===== config.mk =====
export PLATFORM = sky130hd
export DESIGN_NAME = priority_task_queue_with_cancel_flat
export DESIGN_NICKNAME = d
export VERILOG_FILES = /design/src/rtl/ptq_pkg.sv /design/src/rtl/ptq_in_if.sv /design/src/rtl/ptq_out_if.sv /design/src/rtl/priority_task_queue_with_cancel.sv /design/src/rtl/ptq_cell.sv /design/src/flat_wrapper.sv
export SDC_FILE = /design/constraint.sdc
export NUM_CORES = 2
export LEC_CHECK = 0
export BUFFER_PORTS_ARGS = -buffer_cell sky130_fd_sc_hd__buf_2
export CORE_MARGIN = 2
export CORE_UTILIZATION = 55
export DETAILED_ROUTE_END_ITERATION = 8
export PLACE_DENSITY = 0.71
export SYNTH_ARGS = -nofsm -noshare
export SYNTH_HDL_FRONTEND = slang
export SYNTH_SLANG_ARGS = --single-unit

===== constraint.sdc =====
create_clock -name clk_i -period 5.2 [get_ports clk_i]
set_input_delay 0 -clock clk_i [delete_from_list [all_inputs] [get_ports clk_i]]
set_output_delay 0 -clock clk_i [all_outputs]
set_load 0.05 [all_outputs]

===== src/rtl/ptq_pkg.sv =====
// Package: shared constants, codes and types of the priority task queue.
`timescale 1ns / 1ps
package ptq_pkg;

  localparam int DEF_QUEUE_DEPTH = 16;
  localparam int DEF_ID_BITS     = 16;
  localparam int DEF_PRI_BITS    = 8;

  localparam int OPCODE_W = 3;
  localparam int STATUS_W = 2;

  typedef enum logic [OPCODE_W-1:0] {
    OP_ADD        = 3'd0,
    OP_CANCEL_ID  = 3'd1,
    OP_CANCEL_ALL = 3'd2,
    OP_EXTRACT    = 3'd3,
    OP_FINISH     = 3'd4
  } op_e;

  typedef enum logic [STATUS_W-1:0] {
    ST_OK    = 2'd0,
    ST_EMPTY = 2'd1,
    ST_FULL  = 2'd2
  } status_e;

  typedef enum logic [1:0] {
    S_IDLE,
    S_SCAN,
    S_SHIFT,
    S_RESP
  } state_e;

  // Command broadcast to every cell of the chain.
  typedef struct packed {
    logic add;
    logic cancel;
    logic clear;
    logic shift;
  } cell_cmd_t;

endpackage


===== src/rtl/ptq_in_if.sv =====
// Interface: request channel of the priority task queue.
`timescale 1ns / 1ps
interface ptq_in_if #(
  parameter int ID_BITS       = ptq_pkg::DEF_ID_BITS,
  parameter int PRIORITY_BITS = ptq_pkg::DEF_PRI_BITS
);
  import ptq_pkg::*;

  logic                     valid;
  logic                     ready;
  logic [OPCODE_W-1:0]      opcode;
  logic [ID_BITS-1:0]       task_id;
  logic [PRIORITY_BITS-1:0] task_priority;

  modport source (output valid, opcode, task_id, task_priority, input ready);
  modport sink   (input valid, opcode, task_id, task_priority, output ready);
endinterface


===== src/rtl/ptq_out_if.sv =====
// Interface: result channel of the priority task queue.
`timescale 1ns / 1ps
interface ptq_out_if #(
  parameter int ID_BITS       = ptq_pkg::DEF_ID_BITS,
  parameter int PRIORITY_BITS = ptq_pkg::DEF_PRI_BITS,
  parameter int SIZE_BITS     = $clog2(ptq_pkg::DEF_QUEUE_DEPTH + 2)
);
  import ptq_pkg::*;

  logic                     valid;
  logic                     ready;
  logic [STATUS_W-1:0]      status;
  logic [ID_BITS-1:0]       out_id;
  logic [PRIORITY_BITS-1:0] out_priority;
  logic                     out_cancelled;
  logic [SIZE_BITS-1:0]     size_now;

  modport source (output valid, status, out_id, out_priority, out_cancelled, size_now,
                  input ready);
  modport sink   (input valid, status, out_id, out_priority, out_cancelled, size_now,
                  output ready);
endinterface


===== src/rtl/priority_task_queue_with_cancel.sv =====
// Top level: priority task queue with cancel marks, built as a chain of cells.
// Usage:
//   in_i  carries one request item per handshake (valid & ready): opcode,
//         task_id, task_priority. Opcodes: add, cancel by id, cancel all,
//         extract next, finish current; codes 5..7 are no-ops.
//   out_o returns exactly one result item per request, in request order:
//         status, extracted id/priority/cancel mark, and the size after the op.
// Sequence:
//   Add, cancel, cancel all, finish, no-op and extract on an empty queue go
//   from acceptance straight to the response state, which stages the result.
//   Extract on a non-empty queue first runs a search wave that
//   walks the cell chain one cell per cycle carrying the best entry so far;
//   then a shift state moves the later cells left to close the gap, and the
//   response state stages the result after that.
//   Only one request is in work at a time.
// Reset: all cells empty, no current task, no result pending.
// Stall: a result waits in the output register while the receiver is not
//   ready; the next result waits inside the block, and no new request is
//   taken until the output register frees up.
`timescale 1ns / 1ps
module priority_task_queue_with_cancel #(
  parameter int QUEUE_DEPTH   = ptq_pkg::DEF_QUEUE_DEPTH,
  parameter int ID_BITS       = ptq_pkg::DEF_ID_BITS,
  parameter int PRIORITY_BITS = ptq_pkg::DEF_PRI_BITS
) (
  input  logic      clk_i,
  input  logic      rst_ni,
  ptq_in_if.sink    in_i,
  ptq_out_if.source out_o
);
  import ptq_pkg::*;

  localparam int IDX_W  = $clog2(QUEUE_DEPTH);
  localparam int CNT_W  = $clog2(QUEUE_DEPTH + 1);
  localparam int SIZE_W = $clog2(QUEUE_DEPTH + 2);

  state_e state_q, state_d;

  logic [CNT_W-1:0]         count_q, count_d;
  logic                     cur_valid_q, cur_valid_d;
  logic [ID_BITS-1:0]       cur_id_q, cur_id_d;
  logic                     cur_can_q, cur_can_d;

  // Result waiting for the output register.
  status_e                  res_status_q, res_status_d;
  logic [ID_BITS-1:0]       res_id_q, res_id_d;
  logic [PRIORITY_BITS-1:0] res_pri_q, res_pri_d;
  logic                     res_can_q, res_can_d;

  // Output register.
  logic                     out_valid_q;
  status_e                  out_status_q;
  logic [ID_BITS-1:0]       out_id_q;
  logic [PRIORITY_BITS-1:0] out_pri_q;
  logic                     out_can_q;
  logic [SIZE_W-1:0]        out_size_q;

  logic      in_fire;
  logic      out_load;
  logic      full;
  op_e       op;
  cell_cmd_t cmd;
  logic      scan_start;

  // Chain wiring. vpad[0] is the left of cell 0, vpad[QUEUE_DEPTH+1] the right
  // of the last cell; entry data pads the right end with an empty slot.
  logic [QUEUE_DEPTH+1:0]   vpad;
  logic [ID_BITS-1:0]       id_w   [QUEUE_DEPTH+1];
  logic [PRIORITY_BITS-1:0] pri_w  [QUEUE_DEPTH+1];
  logic                     can_w  [QUEUE_DEPTH+1];

  logic                     sc_tok   [QUEUE_DEPTH+1];
  logic                     sc_found [QUEUE_DEPTH+1];
  logic [ID_BITS-1:0]       sc_id    [QUEUE_DEPTH+1];
  logic [PRIORITY_BITS-1:0] sc_pri   [QUEUE_DEPTH+1];
  logic                     sc_can   [QUEUE_DEPTH+1];
  logic [IDX_W-1:0]         sc_idx   [QUEUE_DEPTH+1];

  assign op       = op_e'(in_i.opcode);
  assign in_fire  = in_i.valid && in_i.ready;
  assign full     = (count_q == CNT_W'(QUEUE_DEPTH));
  assign out_load = (state_q == S_RESP) && (!out_valid_q || out_o.ready);

  assign vpad[0]               = 1'b1;
  assign vpad[QUEUE_DEPTH+1]   = 1'b0;
  assign id_w[QUEUE_DEPTH]     = '0;
  assign pri_w[QUEUE_DEPTH]    = '0;
  assign can_w[QUEUE_DEPTH]    = 1'b0;

  // Head of the search wave: nothing found yet.
  assign sc_tok[0]   = scan_start;
  assign sc_found[0] = 1'b0;
  assign sc_id[0]    = '0;
  assign sc_pri[0]   = '0;
  assign sc_can[0]   = 1'b0;
  assign sc_idx[0]   = '0;

  for (genvar g = 0; g < QUEUE_DEPTH; g++) begin : g_cell
    ptq_cell #(
      .QUEUE_DEPTH   (QUEUE_DEPTH),
      .ID_BITS       (ID_BITS),
      .PRIORITY_BITS (PRIORITY_BITS),
      .CELL_IDX      (g)
    ) u_cell (
      .clk_i           (clk_i),
      .rst_ni          (rst_ni),
      .cmd_i           (cmd),
      .task_id_i       (in_i.task_id),
      .task_priority_i (in_i.task_priority),
      .left_valid_i    (vpad[g]),
      .right_valid_i   (vpad[g+2]),
      .right_id_i      (id_w[g+1]),
      .right_pri_i     (pri_w[g+1]),
      .right_can_i     (can_w[g+1]),
      .best_idx_i      (sc_idx[QUEUE_DEPTH]),
      .scan_tok_i      (sc_tok[g]),
      .scan_found_i    (sc_found[g]),
      .scan_id_i       (sc_id[g]),
      .scan_pri_i      (sc_pri[g]),
      .scan_can_i      (sc_can[g]),
      .scan_idx_i      (sc_idx[g]),
      .valid_o         (vpad[g+1]),
      .id_o            (id_w[g]),
      .pri_o           (pri_w[g]),
      .can_o           (can_w[g]),
      .scan_tok_o      (sc_tok[g+1]),
      .scan_found_o    (sc_found[g+1]),
      .scan_id_o       (sc_id[g+1]),
      .scan_pri_o      (sc_pri[g+1]),
      .scan_can_o      (sc_can[g+1]),
      .scan_idx_o      (sc_idx[g+1])
    );
  end

  // Next state.
  always_comb begin
    state_d = state_q;
    unique case (state_q)
      S_IDLE: begin
        if (in_fire) begin
          if ((op == OP_EXTRACT) && (count_q != '0)) begin
            state_d = S_SCAN;
          end else begin
            state_d = S_RESP;
          end
        end
      end
      S_SCAN: begin
        if (sc_tok[QUEUE_DEPTH]) begin
          state_d = S_SHIFT;
        end
      end
      S_SHIFT: begin
        state_d = S_RESP;
      end
      S_RESP: begin
        if (out_load) begin
          state_d = S_IDLE;
        end
      end
      default: state_d = S_IDLE;
    endcase
  end

  assign in_i.ready = (state_q == S_IDLE);

  // Commands, queue bookkeeping and result.
  always_comb begin
    cmd          = '0;
    scan_start   = 1'b0;
    count_d      = count_q;
    cur_valid_d  = cur_valid_q;
    cur_id_d     = cur_id_q;
    cur_can_d    = cur_can_q;
    res_status_d = res_status_q;
    res_id_d     = res_id_q;
    res_pri_d    = res_pri_q;
    res_can_d    = res_can_q;
    unique case (state_q)
      S_IDLE: begin
        if (in_fire) begin
          res_status_d = ST_OK;
          res_id_d     = '0;
          res_pri_d    = '0;
          res_can_d    = 1'b0;
          unique case (op)
            OP_ADD: begin
              if (full) begin
                res_status_d = ST_FULL;
              end else begin
                cmd.add = 1'b1;
                count_d = count_q + CNT_W'(1);
              end
            end
            OP_CANCEL_ID: begin
              cmd.cancel = 1'b1;
              if (cur_valid_q && (cur_id_q == in_i.task_id)) begin
                cur_can_d = 1'b1;
              end
            end
            OP_CANCEL_ALL: begin
              cmd.clear = 1'b1;
              count_d   = '0;
              if (cur_valid_q) begin
                cur_can_d = 1'b1;
              end
            end
            OP_EXTRACT: begin
              if (count_q == '0) begin
                res_status_d = ST_EMPTY;
                cur_valid_d  = 1'b0;
                cur_id_d     = '0;
                cur_can_d    = 1'b0;
              end else begin
                scan_start = 1'b1;
              end
            end
            OP_FINISH: begin
              cur_valid_d = 1'b0;
              cur_id_d    = '0;
              cur_can_d   = 1'b0;
            end
            default: begin
            end
          endcase
        end
      end
      S_SCAN: begin
      end
      S_SHIFT: begin
        // Winner sits in the tail of the search wave.
        cmd.shift   = 1'b1;
        count_d     = count_q - CNT_W'(1);
        cur_valid_d = 1'b1;
        cur_id_d    = sc_id[QUEUE_DEPTH];
        cur_can_d   = sc_can[QUEUE_DEPTH];
        res_id_d    = sc_id[QUEUE_DEPTH];
        res_pri_d   = sc_pri[QUEUE_DEPTH];
        res_can_d   = sc_can[QUEUE_DEPTH];
      end
      S_RESP: begin
      end
      default: begin
      end
    endcase
  end

  always_ff @(posedge clk_i or negedge rst_ni) begin
    if (!rst_ni) begin
      state_q     <= S_IDLE;
      count_q     <= '0;
      cur_valid_q <= 1'b0;
      cur_id_q    <= '0;
      cur_can_q   <= 1'b0;
      out_valid_q <= 1'b0;
    end else begin
      state_q     <= state_d;
      count_q     <= count_d;
      cur_valid_q <= cur_valid_d;
      cur_id_q    <= cur_id_d;
      cur_can_q   <= cur_can_d;
      if (out_load) begin
        out_valid_q <= 1'b1;
      end else if (out_o.ready) begin
        out_valid_q <= 1'b0;
      end
    end
  end

  always_ff @(posedge clk_i) begin
    res_status_q <= res_status_d;
    res_id_q     <= res_id_d;
    res_pri_q    <= res_pri_d;
    res_can_q    <= res_can_d;
    if (out_load) begin
      out_status_q <= res_status_q;
      out_id_q     <= res_id_q;
      out_pri_q    <= res_pri_q;
      out_can_q    <= res_can_q;
      out_size_q   <= SIZE_W'(count_q) + SIZE_W'(cur_valid_q);
    end
  end

  assign out_o.valid         = out_valid_q;
  assign out_o.status        = out_status_q;
  assign out_o.out_id        = out_id_q;
  assign out_o.out_priority  = out_pri_q;
  assign out_o.out_cancelled = out_can_q;
  assign out_o.size_now      = out_size_q;

`ifndef SYNTHESIS
  // Fill count tracks the packed valid cells.
  a_count_matches_cells: assert property (@(posedge clk_i) disable iff (!rst_ni)
    $countones(vpad[QUEUE_DEPTH:1]) == count_q)
    else $error("pending count differs from valid cells");

  // Valid cells stay packed at the head of the chain.
  a_cells_packed: assert property (@(posedge clk_i) disable iff (!rst_ni)
    $onehot0(vpad[QUEUE_DEPTH:1] & ~(vpad[QUEUE_DEPTH:1] >> 1)))
    else $error("valid cells not packed");

  // The search wave always finds an entry before the shift.
  a_scan_found: assert property (@(posedge clk_i) disable iff (!rst_ni)
    (state_q == S_SHIFT) |-> sc_found[QUEUE_DEPTH])
    else $error("extract shift without a found entry");

  // A result is staged only after the output register can take it.
  a_resp_to_idle: assert property (@(posedge clk_i) disable iff (!rst_ni)
    (state_q == S_RESP && !out_load) |=> (state_q == S_RESP))
    else $error("response dropped while output busy");
`endif

endmodule


===== src/rtl/ptq_cell.sv =====
// One queue cell: a pending entry plus one stage of the max-search wave.
`timescale 1ns / 1ps
module ptq_cell #(
  parameter int QUEUE_DEPTH   = ptq_pkg::DEF_QUEUE_DEPTH,
  parameter int ID_BITS       = ptq_pkg::DEF_ID_BITS,
  parameter int PRIORITY_BITS = ptq_pkg::DEF_PRI_BITS,
  parameter int CELL_IDX      = 0
) (
  input  logic                             clk_i,
  input  logic                             rst_ni,
  input  ptq_pkg::cell_cmd_t               cmd_i,
  input  logic [ID_BITS-1:0]               task_id_i,
  input  logic [PRIORITY_BITS-1:0]         task_priority_i,
  input  logic                             left_valid_i,
  input  logic                             right_valid_i,
  input  logic [ID_BITS-1:0]               right_id_i,
  input  logic [PRIORITY_BITS-1:0]         right_pri_i,
  input  logic                             right_can_i,
  input  logic [$clog2(QUEUE_DEPTH)-1:0]   best_idx_i,
  input  logic                             scan_tok_i,
  input  logic                             scan_found_i,
  input  logic [ID_BITS-1:0]               scan_id_i,
  input  logic [PRIORITY_BITS-1:0]         scan_pri_i,
  input  logic                             scan_can_i,
  input  logic [$clog2(QUEUE_DEPTH)-1:0]   scan_idx_i,
  output logic                             valid_o,
  output logic [ID_BITS-1:0]               id_o,
  output logic [PRIORITY_BITS-1:0]         pri_o,
  output logic                             can_o,
  output logic                             scan_tok_o,
  output logic                             scan_found_o,
  output logic [ID_BITS-1:0]               scan_id_o,
  output logic [PRIORITY_BITS-1:0]         scan_pri_o,
  output logic                             scan_can_o,
  output logic [$clog2(QUEUE_DEPTH)-1:0]   scan_idx_o
);
  import ptq_pkg::*;

  localparam int IDX_W = $clog2(QUEUE_DEPTH);
  localparam logic [IDX_W-1:0] MY_IDX = IDX_W'(CELL_IDX);

  logic                     valid_q, valid_d;
  logic [ID_BITS-1:0]       id_q, id_d;
  logic [PRIORITY_BITS-1:0] pri_q, pri_d;
  logic                     can_q, can_d;

  logic                     tok_q;
  logic                     found_q, found_d;
  logic [ID_BITS-1:0]       sid_q, sid_d;
  logic [PRIORITY_BITS-1:0] spri_q, spri_d;
  logic                     scan_can_q, scan_can_d;
  logic [IDX_W-1:0]         sidx_q, sidx_d;
  logic                     take_own;

  // Entry update; ops never overlap, so the order here is arbitrary.
  always_comb begin
    valid_d = valid_q;
    id_d    = id_q;
    pri_d   = pri_q;
    can_d   = can_q;
    if (cmd_i.clear) begin
      valid_d = 1'b0;
    end else if (cmd_i.add && !valid_q && left_valid_i) begin
      valid_d = 1'b1;
      id_d    = task_id_i;
      pri_d   = task_priority_i;
      can_d   = 1'b0;
    end else if (cmd_i.cancel && valid_q && (id_q == task_id_i)) begin
      can_d = 1'b1;
    end else if (cmd_i.shift && (MY_IDX >= best_idx_i)) begin
      valid_d = right_valid_i;
      id_d    = right_id_i;
      pri_d   = right_pri_i;
      can_d   = right_can_i;
    end
  end

  // Strict compare keeps the earliest entry on equal priority.
  assign take_own = valid_q && (!scan_found_i || (pri_q > scan_pri_i));

  always_comb begin
    found_d    = found_q;
    sid_d      = sid_q;
    spri_d     = spri_q;
    scan_can_d = scan_can_q;
    sidx_d     = sidx_q;
    if (scan_tok_i) begin
      if (take_own) begin
        found_d    = 1'b1;
        sid_d      = id_q;
        spri_d     = pri_q;
        scan_can_d = can_q;
        sidx_d     = MY_IDX;
      end else begin
        found_d    = scan_found_i;
        sid_d      = scan_id_i;
        spri_d     = scan_pri_i;
        scan_can_d = scan_can_i;
        sidx_d     = scan_idx_i;
      end
    end
  end

  always_ff @(posedge clk_i or negedge rst_ni) begin
    if (!rst_ni) begin
      valid_q <= 1'b0;
      tok_q   <= 1'b0;
      found_q <= 1'b0;
    end else begin
      valid_q <= valid_d;
      tok_q   <= scan_tok_i;
      found_q <= found_d;
    end
  end

  always_ff @(posedge clk_i) begin
    id_q       <= id_d;
    pri_q      <= pri_d;
    can_q      <= can_d;
    sid_q      <= sid_d;
    spri_q     <= spri_d;
    scan_can_q <= scan_can_d;
    sidx_q     <= sidx_d;
  end

  assign valid_o      = valid_q;
  assign id_o         = id_q;
  assign pri_o        = pri_q;
  assign can_o        = can_q;
  assign scan_tok_o   = tok_q;
  assign scan_found_o = found_q;
  assign scan_id_o    = sid_q;
  assign scan_pri_o   = spri_q;
  assign scan_can_o   = scan_can_q;
  assign scan_idx_o   = sidx_q;

endmodule


===== src/flat_wrapper.sv =====
// flat-port wrapper written by rule: the top's interface ports become plain ports
module priority_task_queue_with_cancel_flat import ptq_pkg::*;
#(
  parameter int QUEUE_DEPTH   = ptq_pkg::DEF_QUEUE_DEPTH,
  parameter int ID_BITS       = ptq_pkg::DEF_ID_BITS,
  parameter int PRIORITY_BITS = ptq_pkg::DEF_PRI_BITS
)
  (clk_i, rst_ni, in_i_valid, in_i_opcode, in_i_task_id, in_i_task_priority, in_i_ready, out_o_valid, out_o_status, out_o_out_id, out_o_out_priority, out_o_out_cancelled, out_o_size_now, out_o_ready);
  ptq_in_if #(.ID_BITS(ID_BITS), .PRIORITY_BITS(PRIORITY_BITS)) in_i_i ();
  ptq_out_if #(.ID_BITS(ID_BITS), .PRIORITY_BITS(PRIORITY_BITS), .SIZE_BITS(($clog2(DEF_QUEUE_DEPTH + 2)))) out_o_i ();
  input  logic clk_i;
  input  logic rst_ni;
  input wire logic [$bits(in_i_i.valid)-1:0] in_i_valid;
  input wire logic [$bits(in_i_i.opcode)-1:0] in_i_opcode;
  input wire logic [$bits(in_i_i.task_id)-1:0] in_i_task_id;
  input wire logic [$bits(in_i_i.task_priority)-1:0] in_i_task_priority;
  output wire logic [$bits(in_i_i.ready)-1:0] in_i_ready;
  output wire logic [$bits(out_o_i.valid)-1:0] out_o_valid;
  output wire logic [$bits(out_o_i.status)-1:0] out_o_status;
  output wire logic [$bits(out_o_i.out_id)-1:0] out_o_out_id;
  output wire logic [$bits(out_o_i.out_priority)-1:0] out_o_out_priority;
  output wire logic [$bits(out_o_i.out_cancelled)-1:0] out_o_out_cancelled;
  output wire logic [$bits(out_o_i.size_now)-1:0] out_o_size_now;
  input wire logic [$bits(out_o_i.ready)-1:0] out_o_ready;
  assign in_i_i.valid = in_i_valid;
  assign in_i_i.opcode = in_i_opcode;
  assign in_i_i.task_id = in_i_task_id;
  assign in_i_i.task_priority = in_i_task_priority;
  assign in_i_ready = in_i_i.ready;
  assign out_o_valid = out_o_i.valid;
  assign out_o_status = out_o_i.status;
  assign out_o_out_id = out_o_i.out_id;
  assign out_o_out_priority = out_o_i.out_priority;
  assign out_o_out_cancelled = out_o_i.out_cancelled;
  assign out_o_size_now = out_o_i.size_now;
  assign out_o_i.ready = out_o_ready;
  priority_task_queue_with_cancel #(.QUEUE_DEPTH(QUEUE_DEPTH), .ID_BITS(ID_BITS), .PRIORITY_BITS(PRIORITY_BITS)) u_core (.clk_i(clk_i), .rst_ni(rst_ni), .in_i(in_i_i), .out_o(out_o_i));
endmodule

==> impl_metrics.env <==
export IMPL_syn_area_um2=47000
export IMPL_fin_cells=4520
export IMPL_holdPathStages=3
export IMPL_synth_edff_count=908
export IMPL_setup_viol=0
export IMPL_syn_area_per_cell_um2=14.6
export IMPL_cts_resized=0
export IMPL_cp_start_kind="flop"
export IMPL_worstSkewPairLatency_ns=0.66
export IMPL_die_y_um=296
export IMPL_worst_pin_slew_ns=1.29
export IMPL_vias_per_cell=5.99
export IMPL_post_route_util=0.613
export IMPL_grt_pass1_wl_um=174000
export IMPL_wl_um=116000
export IMPL_fin_ws_ns=1.36
export IMPL_wl_per_cell_um=25.6
export IMPL_crit_path_end_kind="flop"
export IMPL_min_to="u_core.g_cell[14].u_cell.pri_o[1]"
export IMPL_area_growth_pct=10.8
export IMPL_crit_required_ns=5.46
export IMPL_swShare=0.201
export IMPL_r2r_end="u_core.g_cell[11].u_cell.pri_o[7]"
export IMPL_grtUsageTotal=0.266
export IMPL_drc=0
export IMPL_drv_cap=0
export IMPL_pin_count=65
export IMPL_power_density_nw_per_um2=310
export IMPL_clock_power_share=0.462
export IMPL_hold_violations=0
export IMPL_r2r_cells=7
export IMPL_clock_path_buffers=3
export IMPL_critPathSlowestCell="a21oi_2"
export IMPL_p_seq_frac=0.519
export IMPL_path_max_fanout=27
export IMPL_r2r_start="u_core.state_q[0]"
export IMPL_cts_tree="yes"
export IMPL_netlist_instances=3220
export IMPL_io_buffers=64
export IMPL_die_area_um2=87800
export IMPL_min_from="in_i_task_priority[1]"
export IMPL_drtPass1Iterations=6
export IMPL_period_minus_slack_ns=3.84
export IMPL_hold_class="input port to flop"
export IMPL_initial_utilization=0.554
export IMPL_drtIter0Drc=2203
export IMPL_antenna_found_initial=7
export IMPL_grt_max_degree=46
export IMPL_slew_limit_headroom=0.140
export IMPL_critical_path_arrival_ns=4.09
export IMPL_tns_ns=0
export IMPL_overflow=0
export IMPL_first_global_vias=27931
export IMPL_hpwl_um=80400
export IMPL_ys_types=73
export IMPL_p_int_mw=12.9
export IMPL_synth_area_leaders="edfxtp_1 (58%), mux2_2 (16%), ha_1 (3.5%), dfrtp_1 (3.0%), xnor2_1 (2.9%)"
export IMPL_rsz0062_at_grt="false"
export IMPL_p_sw_mw=3.24
export IMPL_r2r_slack_ns=1.36
export IMPL_globalplace_congestion=0.884
export IMPL_p_comb_frac=0.020
export IMPL_criticalPathCategory="flop to flop"
export IMPL_synth_top_area_frac=0.580
export IMPL_ys_seq_area_frac=0.610
export IMPL_synth_seq_cells=964
export IMPL_yosys_area_top_type="edfxtp_1"
export IMPL_slowest_delay_ns=1.22
export IMPL_htree_levels=3
export IMPL_rows=107
export IMPL_dp_cells=4314
export IMPL_min_period_over_period=0.738
export IMPL_cts_sinks=964
export IMPL_drive_gt1_frac=0.307
export IMPL_clkTransAtPathRegs_ns=0.06
export IMPL_status="complete, no violations"
export IMPL_skew_ns=0.0232
export IMPL_ant_nets=0
export IMPL_finalPower_mw=16.1
export IMPL_vias=27091
export IMPL_path_cells="inv_1 -> ha_1 -> nand2_2 -> inv_2 -> and3_4 -> nand3b_2 -> a21oi_2"
export IMPL_p_leak_nw=17.0
export IMPL_async_flop_share=0.0581
export IMPL_synthFlopType="edfxtp_1"
export IMPL_max_freq_ghz=0.261
export IMPL_nNetsFinal=3447
export IMPL_ctsRootBufferMaster="clkbuf_16"
export IMPL_die_x_um=296
export IMPL_numCtsBuffers=100
export IMPL_fp_coreArea_um2=84900
export IMPL_ys_warn_count=0
export IMPL_pre_cts_ws_ns=1.41
export IMPL_syn_num_nets=3381
export IMPL_vdd_drop_max_mv=0.244
export IMPL_final_max_slew_viol_count=0
==> through the flow <==
step	hold slack, ns	cell area (µm²)
2_1_floorplan	-0.296	47000
3_3_place_gp	0.0207	48500
3_5_place_dp	0.0175	48500
4_1_cts	0.00528	52000
5_1_grt	0.0157	52000
6_report	0.0300	52100
==> power by group through the flow <==
stage / clock network [mW] / logic (mW) / registers (mW)
after detailed placement: 0 / 0.303 / 8.52
after global routing: 7.82 / 0.331 / 8.36
after global placement: 0 / 0.300 / 8.52
after CTS: 7.51 / 0.314 / 8.36
final: 7.44 / 0.315 / 8.36
after floorplan: 0 / 0.173 / 8.52
==> timing repair <==
item | in CTS | in global routing
hold buffers | 14 | 0
buffers inserted | 0 | 0
hold endpoints to repair | 58 | 0
==> per-layer routing <==
metal	up-vias	track usage	wire, µm
li1	12028	-	-
met1	13772	0.340	46500
met2	1041	0.458	58400
met3	242	0.0467	7140
met4	8	0.0910	3780
met5	-	0	44
==> state kept, by name (all words and copies together), names as in the netlist, 15 cells and up <==
name / cells
u_core.g_cell.u_cell.scan_idx_o: 49
u_core.res_id_q: 16
u_core.g_cell.u_cell.scan_pri_o: 128
u_core.g_cell.u_cell.scan_can_o: 16
u_core.out_o.out_id: 16
u_core.g_cell.u_cell.scan_id_o: 256
u_core.g_cell.u_cell.pri_o: 128
u_core.g_cell.u_cell.scan_tok_o: 16
u_core.g_cell.u_cell.id_o: 256
u_core.g_cell.u_cell.can_o: 16
u_core.g_cell.u_cell.valid_o: 16
u_core.g_cell.u_cell.scan_found_o: 15
==> worst max path at each step <==
| stage | slack, ns | cells past startpoint | to | from |
|---|---|---|---|---|
| finish | 1.36 | 7 | u_core.g_cell[11].u_cell.pri_o[7] | u_core.state_q[0] |
| global route | 1.05 | 7 | u_core.g_cell[12].u_cell.id_o[5] | u_core.state_q[0] |
| CTS | 1.39 | 7 | u_core.g_cell[11].u_cell.pri_o[3] | u_core.state_q[0] |
| detailed placement | 1.41 | 7 | u_core.g_cell[11].u_cell.pri_o[2] | u_core.state_q[0] |
| global placement | 1.68 | 7 | u_core.g_cell[11].u_cell.pri_o[0] | u_core.state_q[0] |
| floorplan | 0.71 | 11 | u_core.g_cell[13].u_cell.id_o[0] | u_core.state_q[0] |
==> cell families after synthesis <==
| family | after synthesis | synth area share |
|---|---|---|
| buf+inv | 352 | 0.0334 |
| fa+ha+maj | 130 | 0.0346 |
| compound gates | 239 | 0.0354 |
| simple gates | 570 | 0.0664 |
| xor+xnor | 259 | 0.0483 |
| mux | 706 | 0.172 |
| flops | 964 | 0.610 |
==> cells in the mapped netlist (9+ instances only) <==
master	n
a21o_1	13
a21oi_1	77
a31oi_1	13
and2_1	97
buf_2	94
buf_4	19
clkbuf_1	60
dfrtp_1	56
edfxtp_1	908
ha_1	130
inv_1	168
mux2_1	9
mux2_2	661
mux2_4	34
nand2_1	164
nand2b_1	33
nand3_1	27
nand4_1	59
nor2_1	46
nor2b_1	22
nor3_1	28
nor4_1	29
o21a_1	16
o21ai_0	43
o21bai_1	15
o31a_1	16
or3_1	9
or4_1	10
xnor2_1	158
xor2_1	101
==> cell type report <==
| type | count | area [µm²] |
|---|---|---|
| clock inverter | 46 | 576 |
| fill | 6315 | 32800 |
| sequential | 964 | 28700 |
| tap | 1144 | 1430 |
| inverter | 169 | 634 |
| clock buffer | 141 | 2850 |
| timing repair buffer | 147 | 991 |
| antenna | 5 | 12.5 |
| multi-input combinational | 1904 | 16900 |
==> cells in the final DEF (no fill, tap or decap), types with 13 or more instances in the layout <==
cell / n
a31oi_1: 13
a21o_1: 13
dlygate4sd3_1: 13
mux2_2: 661
nand4_1: 59
clkbuf_1: 23
dfrtp_1: 55
a21oi_1: 70
nor4_1: 29
edfxtp_1: 908
nor3_1: 25
clkbuf_8: 17
o21a_1: 16
inv_1: 168
o21ai_0: 41
nor2_1: 46
clkbuf_16: 101
o21bai_1: 15
xnor2_1: 158
nor2b_1: 22
nand3_1: 27
buf_2: 63
o31a_1: 16
xor2_1: 101
and2_1: 97
buf_4: 70
nand2_1: 164
mux2_4: 34
ha_1: 130
nand2b_1: 33
==> worst max-delay path: cells and delay by family (launching register included) <==
family / cells / cell delay (ns)
and+or+nand+nor: 3 / 1.25
AOI/OAI and AO/OA: 1 / 1.22
DFF: 1 / 0.40
buffers and inverters: 2 / 0.28
adders and majority gates: 1 / 0.26
Power figures use the tool's default switching activity.
